### config.mk
export PLATFORM = sky130hd
export DESIGN_NAME = recorder_frame_checker_unit_flat
export DESIGN_NICKNAME = d
export VERILOG_FILES = /design/src/rfc_pkg.sv /design/src/rfc_if.sv /design/src/rfc_frame_track.sv /design/src/rfc_result_reg.sv /design/src/recorder_frame_checker_unit.sv /design/src/flat_wrapper.sv
export SDC_FILE = /design/constraint.sdc
export NUM_CORES = 1
export LEC_CHECK = 0
export BUFFER_PORTS_ARGS = -buffer_cell sky130_fd_sc_hd__buf_2
export CAP_MARGIN = 20
export CORE_MARGIN = 2
export CORE_UTILIZATION = 58
export DETAILED_ROUTE_END_ITERATION = 8
export GPL_TIMING_DRIVEN = 0
export HOLD_SLACK_MARGIN = 0.12
export PLACE_DENSITY = 0.81
export SLEW_MARGIN = 10
export SYNTH_ARGS = -nofsm -noshare
export SYNTH_HDL_FRONTEND = slang
export SYNTH_SLANG_ARGS = --single-unit
### constraint.sdc
create_clock -name clk -period 5.9 [get_ports clk]
set_input_delay 0 -clock clk [delete_from_list [all_inputs] [get_ports clk]]
set_output_delay 0 -clock clk [all_outputs]
set_load 0.03 [all_outputs]
### src/rfc_pkg.sv
`default_nettype none

package rfc_pkg;

  localparam logic [7:0] HDR_FIRST  = 8'hAA;
  localparam logic [7:0] HDR_SECOND = 8'h75;

  // byte position within a frame, saturating at POS_BODY
  localparam logic [1:0] POS_FIRST  = 2'd0;
  localparam logic [1:0] POS_SECOND = 2'd1;
  localparam logic [1:0] POS_CMD    = 2'd2;
  localparam logic [1:0] POS_BODY   = 2'd3;

  typedef enum logic [1:0] {
    ST_OK   = 2'd0,
    ST_HDR  = 2'd1,
    ST_CSUM = 2'd2,
    ST_CMD  = 2'd3
  } rfc_status_t;

  localparam logic [2:0] CLS_BASIC  = 3'd0;
  localparam logic [2:0] CLS_SEARCH = 3'd1;
  localparam logic [2:0] CLS_SET    = 3'd2;
  localparam logic [2:0] CLS_TEST   = 3'd3;
  localparam logic [2:0] CLS_PARAM  = 3'd4;

  typedef struct packed {
    logic       known;
    logic [2:0] cls;
    logic [2:0] off;
  } rfc_lookup_t;

  typedef struct packed {
    rfc_status_t status;
    logic [7:0]  command_code;
    logic [2:0]  command_class;
    logic [2:0]  command_offset;
  } rfc_result_t;

  // command table: 00-07, 08 09 10-15, 82-84 C2-C4, E0-E5, D0
  function automatic rfc_lookup_t cmd_lookup(input logic [7:0] code);
    rfc_lookup_t r;
    r = '0;
    unique case (code) inside
      [8'h00:8'h07]: begin
        r.known = 1'b1; r.cls = CLS_BASIC;  r.off = code[2:0];
      end
      [8'h08:8'h09]: begin
        r.known = 1'b1; r.cls = CLS_SEARCH; r.off = {2'b00, code[0]};
      end
      [8'h10:8'h15]: begin
        r.known = 1'b1; r.cls = CLS_SEARCH; r.off = code[2:0] + 3'd2;
      end
      [8'h82:8'h84]: begin
        r.known = 1'b1; r.cls = CLS_SET;    r.off = code[2:0] - 3'd2;
      end
      [8'hC2:8'hC4]: begin
        r.known = 1'b1; r.cls = CLS_SET;    r.off = code[2:0] + 3'd1;
      end
      [8'hE0:8'hE5]: begin
        r.known = 1'b1; r.cls = CLS_TEST;   r.off = code[2:0];
      end
      8'hD0: begin
        r.known = 1'b1; r.cls = CLS_PARAM;  r.off = 3'd0;
      end
      default: r = '0;
    endcase
    return r;
  endfunction

endpackage

`default_nettype wire

### src/rfc_if.sv
`default_nettype none

interface rfc_in_if;
  logic       valid;
  logic       ready;
  logic [7:0] data_byte;
  logic       is_last;
  logic       from_serial;

  modport source (output valid, output data_byte, output is_last, output from_serial,
                  input ready);
  modport sink (input valid, input data_byte, input is_last, input from_serial,
                output ready);
endinterface

interface rfc_out_if;
  logic       valid;
  logic       ready;
  logic [1:0] status;
  logic [7:0] command_code;
  logic [2:0] command_class;
  logic [2:0] command_offset;

  modport source (output valid, output status, output command_code,
                  output command_class, output command_offset, input ready);
  modport sink (input valid, input status, input command_code,
                input command_class, input command_offset, output ready);
endinterface

`default_nettype wire

### src/rfc_frame_track.sv
`default_nettype none

module rfc_frame_track (
  input  wire                  clk,
  input  wire                  rst_n,
  rfc_in_if.sink               in_ch,
  output logic                 res_valid,
  input  wire                  res_ready,
  output rfc_pkg::rfc_result_t res
);
  import rfc_pkg::*;

  // input register
  logic       s1_valid_r, s1_valid_nxt;
  logic [7:0] s1_byte_r;
  logic       s1_last_r;
  logic       s1_serial_r;

  // per-frame state
  logic [1:0] pos_r, pos_nxt;
  logic [7:0] xor_r, xor_nxt;
  logic       hdr_bad_r, hdr_bad_nxt;
  logic [7:0] cmd_r, cmd_nxt;

  logic        in_fire;
  logic        adv;
  logic        hdr_bad_now;
  logic        capture;
  logic [7:0]  cmd_now;
  rfc_lookup_t lk;
  rfc_status_t status;

  // a non-last byte never waits on the result side
  assign adv          = s1_valid_r && (!s1_last_r || res_ready);
  assign in_ch.ready  = !s1_valid_r || adv;
  assign in_fire      = in_ch.valid && in_ch.ready;
  assign res_valid    = s1_valid_r && s1_last_r;

  always_comb begin
    hdr_bad_now = hdr_bad_r
                  || (pos_r == POS_FIRST  && s1_byte_r != HDR_FIRST)
                  || (pos_r == POS_SECOND && s1_byte_r != HDR_SECOND);
    capture = (pos_r == POS_FIRST && !s1_serial_r) || (pos_r == POS_CMD && s1_serial_r);
    cmd_now = capture ? s1_byte_r : cmd_r;
    lk      = cmd_lookup(cmd_now);

    if (s1_serial_r && (pos_r == POS_FIRST || pos_r == POS_SECOND || hdr_bad_now)) begin
      status = ST_HDR;
    end else if (s1_serial_r && xor_r != s1_byte_r) begin
      status = ST_CSUM;
    end else if (!lk.known) begin
      status = ST_CMD;
    end else begin
      status = ST_OK;
    end

    res.status         = status;
    res.command_code   = cmd_now;
    res.command_class  = (status == ST_OK) ? lk.cls : 3'd0;
    res.command_offset = (status == ST_OK) ? lk.off : 3'd0;
  end

  always_comb begin
    s1_valid_nxt = in_fire || (s1_valid_r && !adv);
    pos_nxt      = pos_r;
    xor_nxt      = xor_r;
    hdr_bad_nxt  = hdr_bad_r;
    cmd_nxt      = cmd_r;
    if (adv) begin
      if (s1_last_r) begin
        pos_nxt     = POS_FIRST;
        xor_nxt     = '0;
        hdr_bad_nxt = 1'b0;
        cmd_nxt     = '0;
      end else begin
        pos_nxt     = (pos_r == POS_BODY) ? POS_BODY : pos_r + 2'd1;
        xor_nxt     = xor_r ^ s1_byte_r;
        hdr_bad_nxt = hdr_bad_now;
        cmd_nxt     = cmd_now;
      end
    end
  end

  always_ff @(posedge clk) begin
    if (!rst_n) begin
      s1_valid_r <= 1'b0;
      pos_r      <= POS_FIRST;
      xor_r      <= '0;
      hdr_bad_r  <= 1'b0;
      cmd_r      <= '0;
    end else begin
      s1_valid_r <= s1_valid_nxt;
      pos_r      <= pos_nxt;
      xor_r      <= xor_nxt;
      hdr_bad_r  <= hdr_bad_nxt;
      cmd_r      <= cmd_nxt;
    end
  end

  always_ff @(posedge clk) begin
    if (in_fire) begin
      s1_byte_r   <= in_ch.data_byte;
      s1_last_r   <= in_ch.is_last;
      s1_serial_r <= in_ch.from_serial;
    end
  end

`ifndef SYNTHESIS
  a_clear_after_last: assert property (@(posedge clk) disable iff (!rst_n)
    (adv && s1_last_r) |=> (pos_r == POS_FIRST && xor_r == 8'h00 && !hdr_bad_r
                            && cmd_r == 8'h00))
    else $error("frame state not cleared after last byte");

  a_pos_moves: assert property (@(posedge clk) disable iff (!rst_n)
    (adv && !s1_last_r) |=> (pos_r != POS_FIRST))
    else $error("byte position did not advance");

  a_fail_zero: assert property (@(posedge clk) disable iff (!rst_n)
    (res_valid && res.status != ST_OK) |-> (res.command_class == 3'd0
                                            && res.command_offset == 3'd0))
    else $error("failed frame carries class or offset");

  a_ok_class: assert property (@(posedge clk) disable iff (!rst_n)
    (res_valid && res.status == ST_OK) |-> (res.command_class <= CLS_PARAM))
    else $error("class out of range on good frame");

  a_hold_stalled: assert property (@(posedge clk) disable iff (!rst_n)
    (s1_valid_r && !adv) |=> (s1_valid_r && $stable(s1_byte_r) && $stable(pos_r)))
    else $error("stalled byte lost");
`endif

endmodule

`default_nettype wire

### src/rfc_result_reg.sv
`default_nettype none

module rfc_result_reg (
  input  wire                 clk,
  input  wire                 rst_n,
  input  wire                 res_valid,
  output logic                res_ready,
  input  wire rfc_pkg::rfc_result_t res,
  rfc_out_if.source           out_ch
);
  import rfc_pkg::*;

  logic        out_valid_r, out_valid_nxt;
  rfc_result_t out_r;
  logic        load;

  assign res_ready = !out_valid_r || out_ch.ready;
  assign load      = res_valid && res_ready;

  always_comb begin
    out_valid_nxt = load || (out_valid_r && !out_ch.ready);
  end

  always_ff @(posedge clk) begin
    if (!rst_n) begin
      out_valid_r <= 1'b0;
    end else begin
      out_valid_r <= out_valid_nxt;
    end
  end

  always_ff @(posedge clk) begin
    if (load) begin
      out_r <= res;
    end
  end

  assign out_ch.valid          = out_valid_r;
  assign out_ch.status         = out_r.status;
  assign out_ch.command_code   = out_r.command_code;
  assign out_ch.command_class  = out_r.command_class;
  assign out_ch.command_offset = out_r.command_offset;

endmodule

`default_nettype wire

### src/recorder_frame_checker_unit.sv
// Recorder frame checker.
// in_ch carries one frame byte per transaction (data_byte, is_last, from_serial);
// out_ch carries one result per frame (status, command_code, command_class,
// command_offset), issued for the transaction that has is_last set.
// Both channels use valid/ready; a transaction completes when both are high.
// Throughput: one byte per clock while in_ch.ready is high. Each byte is
// captured in an input register, checked by combinational logic (header
// compare, running XOR, command table), and the frame result of a last
// byte is then loaded into an output register that drives out_ch.
// Stall: while out_ch is held off with a result pending, bytes that do not end
// a frame keep flowing; a second last byte waits in the input register, and
// in_ch.ready drops only then.
// Reset (rst_n low at a clock edge) empties both registers and starts a new
// frame at byte zero with the running XOR cleared.
`default_nettype none

module recorder_frame_checker_unit (
  input  wire       clk,
  input  wire       rst_n,
  rfc_in_if.sink    in_ch,
  rfc_out_if.source out_ch
);
  import rfc_pkg::*;

  logic        res_valid;
  logic        res_ready;
  rfc_result_t res;

  rfc_frame_track u_track (
    .clk       (clk),
    .rst_n     (rst_n),
    .in_ch     (in_ch),
    .res_valid (res_valid),
    .res_ready (res_ready),
    .res       (res)
  );

  rfc_result_reg u_result (
    .clk       (clk),
    .rst_n     (rst_n),
    .res_valid (res_valid),
    .res_ready (res_ready),
    .res       (res),
    .out_ch    (out_ch)
  );

endmodule

`default_nettype wire

### src/flat_wrapper.sv
// flat-port wrapper written by rule: the top's interface ports become plain ports
module recorder_frame_checker_unit_flat import rfc_pkg::*;
  (clk, rst_n, in_ch_valid, in_ch_data_byte, in_ch_is_last, in_ch_from_serial, in_ch_ready, out_ch_valid, out_ch_status, out_ch_command_code, out_ch_command_class, out_ch_command_offset, out_ch_ready);
  rfc_in_if in_ch_i ();
  rfc_out_if out_ch_i ();
  input  wire clk;
  input  wire rst_n;
  input wire logic [$bits(in_ch_i.valid)-1:0] in_ch_valid;
  input wire logic [$bits(in_ch_i.data_byte)-1:0] in_ch_data_byte;
  input wire logic [$bits(in_ch_i.is_last)-1:0] in_ch_is_last;
  input wire logic [$bits(in_ch_i.from_serial)-1:0] in_ch_from_serial;
  output wire logic [$bits(in_ch_i.ready)-1:0] in_ch_ready;
  output wire logic [$bits(out_ch_i.valid)-1:0] out_ch_valid;
  output wire logic [$bits(out_ch_i.status)-1:0] out_ch_status;
  output wire logic [$bits(out_ch_i.command_code)-1:0] out_ch_command_code;
  output wire logic [$bits(out_ch_i.command_class)-1:0] out_ch_command_class;
  output wire logic [$bits(out_ch_i.command_offset)-1:0] out_ch_command_offset;
  input wire logic [$bits(out_ch_i.ready)-1:0] out_ch_ready;
  assign in_ch_i.valid = in_ch_valid;
  assign in_ch_i.data_byte = in_ch_data_byte;
  assign in_ch_i.is_last = in_ch_is_last;
  assign in_ch_i.from_serial = in_ch_from_serial;
  assign in_ch_ready = in_ch_i.ready;
  assign out_ch_valid = out_ch_i.valid;
  assign out_ch_status = out_ch_i.status;
  assign out_ch_command_code = out_ch_i.command_code;
  assign out_ch_command_class = out_ch_i.command_class;
  assign out_ch_command_offset = out_ch_i.command_offset;
  assign out_ch_i.ready = out_ch_ready;
  recorder_frame_checker_unit u_core (.clk(clk), .rst_n(rst_n), .in_ch(in_ch_i), .out_ch(out_ch_i));
endmodule
=== Yosys cells after proc, flatten, opt, wreduce, memory -nomap -nowiden ===
Cells that the tools add are included.

* Logic and storage cells: 83
* Bits of input ports: 14
* Output and inout port bits: 18
* Bits in registers: 47

* Magnitude comparators: 12
* Eq/ne operators: 7
* Bitwise gates (word level): 1
* $add $sub $neg: 4
* Reductions and logical operators: 36
* Muxes and demuxes: 10

{| class="wikitable"
|+ Operator list
! operator !! count
|-
| $pmux 7 s7 || 1
|-
| $ge 8x8->1 const B || 3
|-
| $le 8x8->1 const B || 3
|-
| $mux 8 || 3
|-
| $logic_and 1x1->1 || 18
|-
| $logic_or 1x1->1 || 10
|-
| $mux 2 || 5
|-
| $eq 8x8->1 const B || 1
|-
| $ge 8x1->1 const B || 1
|-
| $ge 8x4->1 const B || 1
|-
| $ge 8x5->1 const B || 1
|-
| $le 8x3->1 const B || 1
|-
| $le 8x4->1 const B || 1
|-
| $le 8x5->1 const B || 1
|-
| $ne 8x7->1 const B || 1
|-
| $ne 8x8->1 || 1
|-
| $ne 8x8->1 const B || 1
|-
| $xor 8x8->8 || 1
|-
| $logic_not 1->1 || 6
|-
| $eq 2x2->1 const B || 2
|-
| $logic_not 2->1 || 2
|-
| $add 3x1->3 const B || 1
|-
| $add 3x2->3 const B || 1
|-
| $sub 3x2->3 const B || 1
|-
| other kinds (3) || 3
|}

=== Depth between registers and ports, before layout ===
* Depth after elaboration: 11
* Gate-level depth with buffers: 12
* Depth with buffers taken out: 11

=== By module ===
From an unflattened synthesis, not the netlist that was laid out.

* Cell total of the unflattened synthesis: 236
* Area, all modules: 2534.9 um^2

{| class="wikitable"
|+ By module, submodules not included
! module !! cells each !! instances !! sequential area each (um^2) !! area each (um^2)
|-
| rfc_frame_track || 215 || 1 || 700.7 || 1996.9
|-
| rfc_result_reg || 21 || 1 || 500.5 || 538.0
|}

=== Worst setup path after synthesis ===
OpenSTA, ideal clock, no wires.

* Path kind: flip-flop to flip-flop
* Start point: register u_core.u_track.s1_serial_r
* End point: register u_core.u_result.out_r, in the netlist u_core.u_result.out_ch.command_class[1] (data pin)
* Setup slack: 2.856 ns
* Period minus slack after synthesis: 3.044 ns
* Data required time: 5.631 ns
* Cell stages (with the launch flop): 13
* Path buffers: 1
* Arrival time: 2.775 ns
* Library setup time: 0.269 ns
* Cell sequence: edfxtp_1 xor2_2 nor2_2 buf_6 mux2i_1 inv_1 ha_1 nor2_1 a2111oi_0 mux2i_1 o21ai_1 a211oi_4 nor3_1

{| class="wikitable"
|+ RTL lines
! element !! line !! RTL
|-
| start, declared || rfc_frame_track.sv:17 || <nowiki>logic s1_serial_r;</nowiki>
|-
| start signal, assigned || rfc_frame_track.sv:104 || <nowiki>s1_serial_r <= in_ch.from_serial;</nowiki>
|-
| end signal, assigned || rfc_result_reg.sv:34 || <nowiki>out_r <= res;</nowiki>
|-
| end, declared || rfc_result_reg.sv:14 || <nowiki>rfc_result_t out_r;</nowiki>
|}

==> flow_metrics.env <==
export IMPL_outcome="finished, final reports clean"
export IMPL_synth_cells=254
export IMPL_yosysWarnings=0
export IMPL_ir_drop_mv=0.166
export IMPL_drive_above_1_share=0.217
export IMPL_switchingPower_w=0.000189
export IMPL_area_growth_syn_to_layout_pct=18.0
export IMPL_drt_drc_violations_left=0
export IMPL_gr_total_overflow=0
export IMPL_avgSynthCellArea_um2=10.2
export IMPL_ys_seq_area_frac=0.464
export IMPL_ant_nets=0
export IMPL_synth_area_um2=2590
export IMPL_max_stage_delay_ns=0.48
export IMPL_ys_ff_latch=47
export IMPL_postCtsSetupRepairBufs=0
export IMPL_syn_nets=271
export IMPL_path_clk_slew_ns=0.09
export IMPL_grt_pass1_vias=2067
export IMPL_crit_fanout=10
export IMPL_die_h_um=70.8
export IMPL_path_common_cell="mux2i_1"
export IMPL_row_count=24
export IMPL_root_buffer="clkbuf_8"
export IMPL_cp_required_ns=5.93
export IMPL_place_congestion=0.878
export IMPL_finish_utilization=0.706
export IMPL_maxSlewViolCount=0
export IMPL_clock_sinks=47
export IMPL_synth_top_cell_area_share=0.302
export IMPL_maxCapViolCount=0
export IMPL_finalCriticalPeriod_ns=3.93
export IMPL_n_antenna_cell=0
export IMPL_dr_pass1_iters=4
export IMPL_path_cells="xor2_2, nor2_2, buf_6, mux2i_1, inv_1, ha_1, nor2_1, a2111oi_0, mux2i_1, o21ai_1, a211oi_4, a211oi_1"
export IMPL_cts_buffers=5
export IMPL_relSlewSlack=0.591
export IMPL_min_path_type="in -> reg"
export IMPL_p_int_w=0.000493
export IMPL_clk_insertion_delay_late_ns=0.30
export IMPL_setup_violations=0
export IMPL_synth_top_area_cell="edfxtp_1"
export IMPL_crit_type="reg -> reg"
export IMPL_wl_per_cell_um=16.0
export IMPL_crit_path_start_kind="register"
export IMPL_final_hold_viol_count=0
export IMPL_p_leak_nw=1.06
export IMPL_ys_types=53
export IMPL_fin_skew_ns=0.00334
export IMPL_seqCellArea_um2=1200
export IMPL_nFillCells=333
export IMPL_p_sw_frac=0.277
export IMPL_clkPwrFrac=0.281
export IMPL_viasPerCell=5.98
export IMPL_grt_max_degree=15
export IMPL_holdWs_ns=0.400
export IMPL_comb_power_share=0.178
export IMPL_synthFlopType="edfxtp_1"
export IMPL_ctsHtreeMaxLevel=2
export IMPL_antenna_found_initial=0
export IMPL_rsz0062_at_grt="false"
export IMPL_drt_iter0_markers=205
export IMPL_tightest_slew_ns=0.611
export IMPL_cts_buffer_depth=2
export IMPL_track_usage=0.243
export IMPL_powerDensity_nw_per_um2=223
export IMPL_ys_async_sr_fraction=0
export IMPL_start_util=0.598
export IMPL_multi_input_area_um2=1300
export IMPL_p_seq_frac=0.541
export IMPL_cpMaxStageDelayCell="edfxtp_1"
export IMPL_die_area_um2=5010
export IMPL_total_power_w=0.000682
export IMPL_die_w_um=70.8
export IMPL_end_kind="register"
export IMPL_io_buffer_count=30
export IMPL_worstPathArrival_ns=3.96
export IMPL_vias=2158
export IMPL_dp_hpwl_um=3920
export IMPL_grt_pass1_wl_um=9650
export IMPL_synth_edf_count=26
export IMPL_period_share=0.666
export IMPL_core_um2=4320
export IMPL_timing_fmax_mhz=255
export IMPL_nets=325
export IMPL_wirelength_um=5790
export IMPL_ys_top_cells_by_area="edfxtp_1, dfxtp_1, mux2_2, nand2_1, xnor2_1"
export IMPL_boundaryPins=32
export IMPL_cts_tree="done"
export IMPL_setup_tns_ns=0
worst paths after layout:
kind,cells past startpoint,endpoint,slack [ns],startpoint
worst max-delay path,12,u_core.u_result.out_ch.command_class[0]$_SDFFCE_PP0P_,1.97,u_core.u_track.s1_serial_r$_DFFE_PP_
worst min-delay path,2,u_core.u_track.s1_byte_r[2]$_DFFE_PP_,0.40,in_ch_data_byte[2]
worst max register to register,12,u_core.u_result.out_ch.command_class[0]$_SDFFCE_PP0P_,1.97,u_core.u_track.s1_serial_r$_DFFE_PP_
worst min register to register,2,u_core.u_track.hdr_bad_r$_SDFFE_PN0P_,0.46,u_core.u_track.hdr_bad_r$_SDFFE_PN0P_
critical path, delay by kind of cell (launching register included):
kind | cells | cell delay [ns]
multiplexers | 2 | 0.75
flip-flops | 1 | 0.48
XOR/XNOR | 1 | 0.23
AND/OR/NAND/NOR | 2 | 0.61
AO/OA/AOI/OAI | 4 | 0.92
buffers and inverters | 2 | 0.40
adder cells (fa/ha/maj) | 1 | 0.24
what timing repair did:
action                                  4_1_cts  5_1_grt
endpoints found under the setup margin        0        0
hold buffers                                 15        0
endpoints found under the hold margin        29        0
gates resized for setup                       0        0
sequential cells by signal (all words and copies together) (netlist names):
register and count:
u_core.u_track.s1_last_r 1, u_core.u_result.out_ch.command_code 8, u_core.u_result.out_ch.command_offset 3, u_core.u_track.hdr_bad_r 1
u_core.u_result.out_ch.status 2, u_core.u_track.s1_serial_r 1, u_core.u_track.s1_valid_r 1, u_core.u_track.xor_r 8
u_core.u_track.cmd_r 8, u_core.u_track.s1_byte_r 8, u_core.u_track.pos_r 2, u_core.u_result.out_ch.command_class 3
u_core.u_result.out_ch.valid 1
stage by stage:
stage / cells / setup slack [ns] / area, um2
global placement: 336 / 2.12 / 2800
global route: 361 / 1.70 / 3050
floorplan: 254 / 2.86 / 2590
CTS: 360 / 2.03 / 3050
detailed placement: 337 / 2.05 / 2810
finish: 361 / 1.97 / 3050
Yosys cell counts (all sizes together) (2+ instances only):
| cell type | n |
|---|---|
| nor3 | 3 |
| xnor2 | 10 |
| ha | 3 |
| and2 | 9 |
| a2111oi | 3 |
| a21boi | 2 |
| a21oi | 9 |
| a211oi | 10 |
| nor2 | 16 |
| nand2 | 24 |
| dfxtp | 21 |
| o31ai | 3 |
| nand4 | 3 |
| nor2b | 12 |
| clkbuf | 13 |
| nor4 | 5 |
| mux2i | 5 |
| inv | 7 |
| o22ai | 2 |
| nand3b | 2 |
| a211o | 2 |
| mux2 | 12 |
| a22oi | 8 |
| nand3 | 5 |
| o21ai | 16 |
| nand2b | 4 |
| or3 | 3 |
| a31oi | 3 |
| edfxtp | 26 |
cell families after synthesis:
logic type / share of synthesized area
compound gates: 0.174
xor+xnor: 0.0401
fa+ha+maj: 0.0145
buf+inv: 0.0348
flops: 0.464
mux: 0.0827
simple gates: 0.190
per-layer routing:
metal	routed length [um]	track usage	up-vias	share of wire
met5	0	0	-	0
met4	121	0.103	0	0.021
met3	294	0.0370	16	0.051
met2	3010	0.421	85	0.52
met1	2370	0.302	1013	0.41
li1	-	-	1044	-
final cells by class:
class                      instances  area share
sequential                        47       0.393
multi-input combinational        185       0.425
clock inverter                     2     0.00410
timing repair buffer              47       0.103
clock buffer                       6      0.0238
buffer                            14      0.0197
tap                               52      0.0213
inverter                           8     0.00984
power by group through the flow:
stage | sequential (W) | clock, W | combinational (W)
after floorplan | 0.000381 | 0 | 0.0000782
after global placement | 0.000375 | 0 | 0.000110
after detailed placement | 0.000376 | 0 | 0.000112
after CTS | 0.000368 | 0.000193 | 0.000120
after global routing | 0.000370 | 0.000203 | 0.000134
final | 0.000368 | 0.000192 | 0.000122
cells in the final DEF, fill, tap and decap left out, types with 4 or more instances in the layout:
cell,instances
nor4_1,4
a22oi_1,8
and2_1,8
nand2b_1,4
a21oi_1,9
inv_1,6
nor2_1,15
nand2_1,24
dfxtp_1,21
nor2b_1,12
nand3_1,4
dlygate4sd3_1,15
clkbuf_1,14
o21ai_0,15
xnor2_1,10
clkbuf_8,5
mux2_2,11
edfxtp_1,26
a211oi_1,9
buf_2,30
Note: power is estimated with default switching activity, not from simulation.
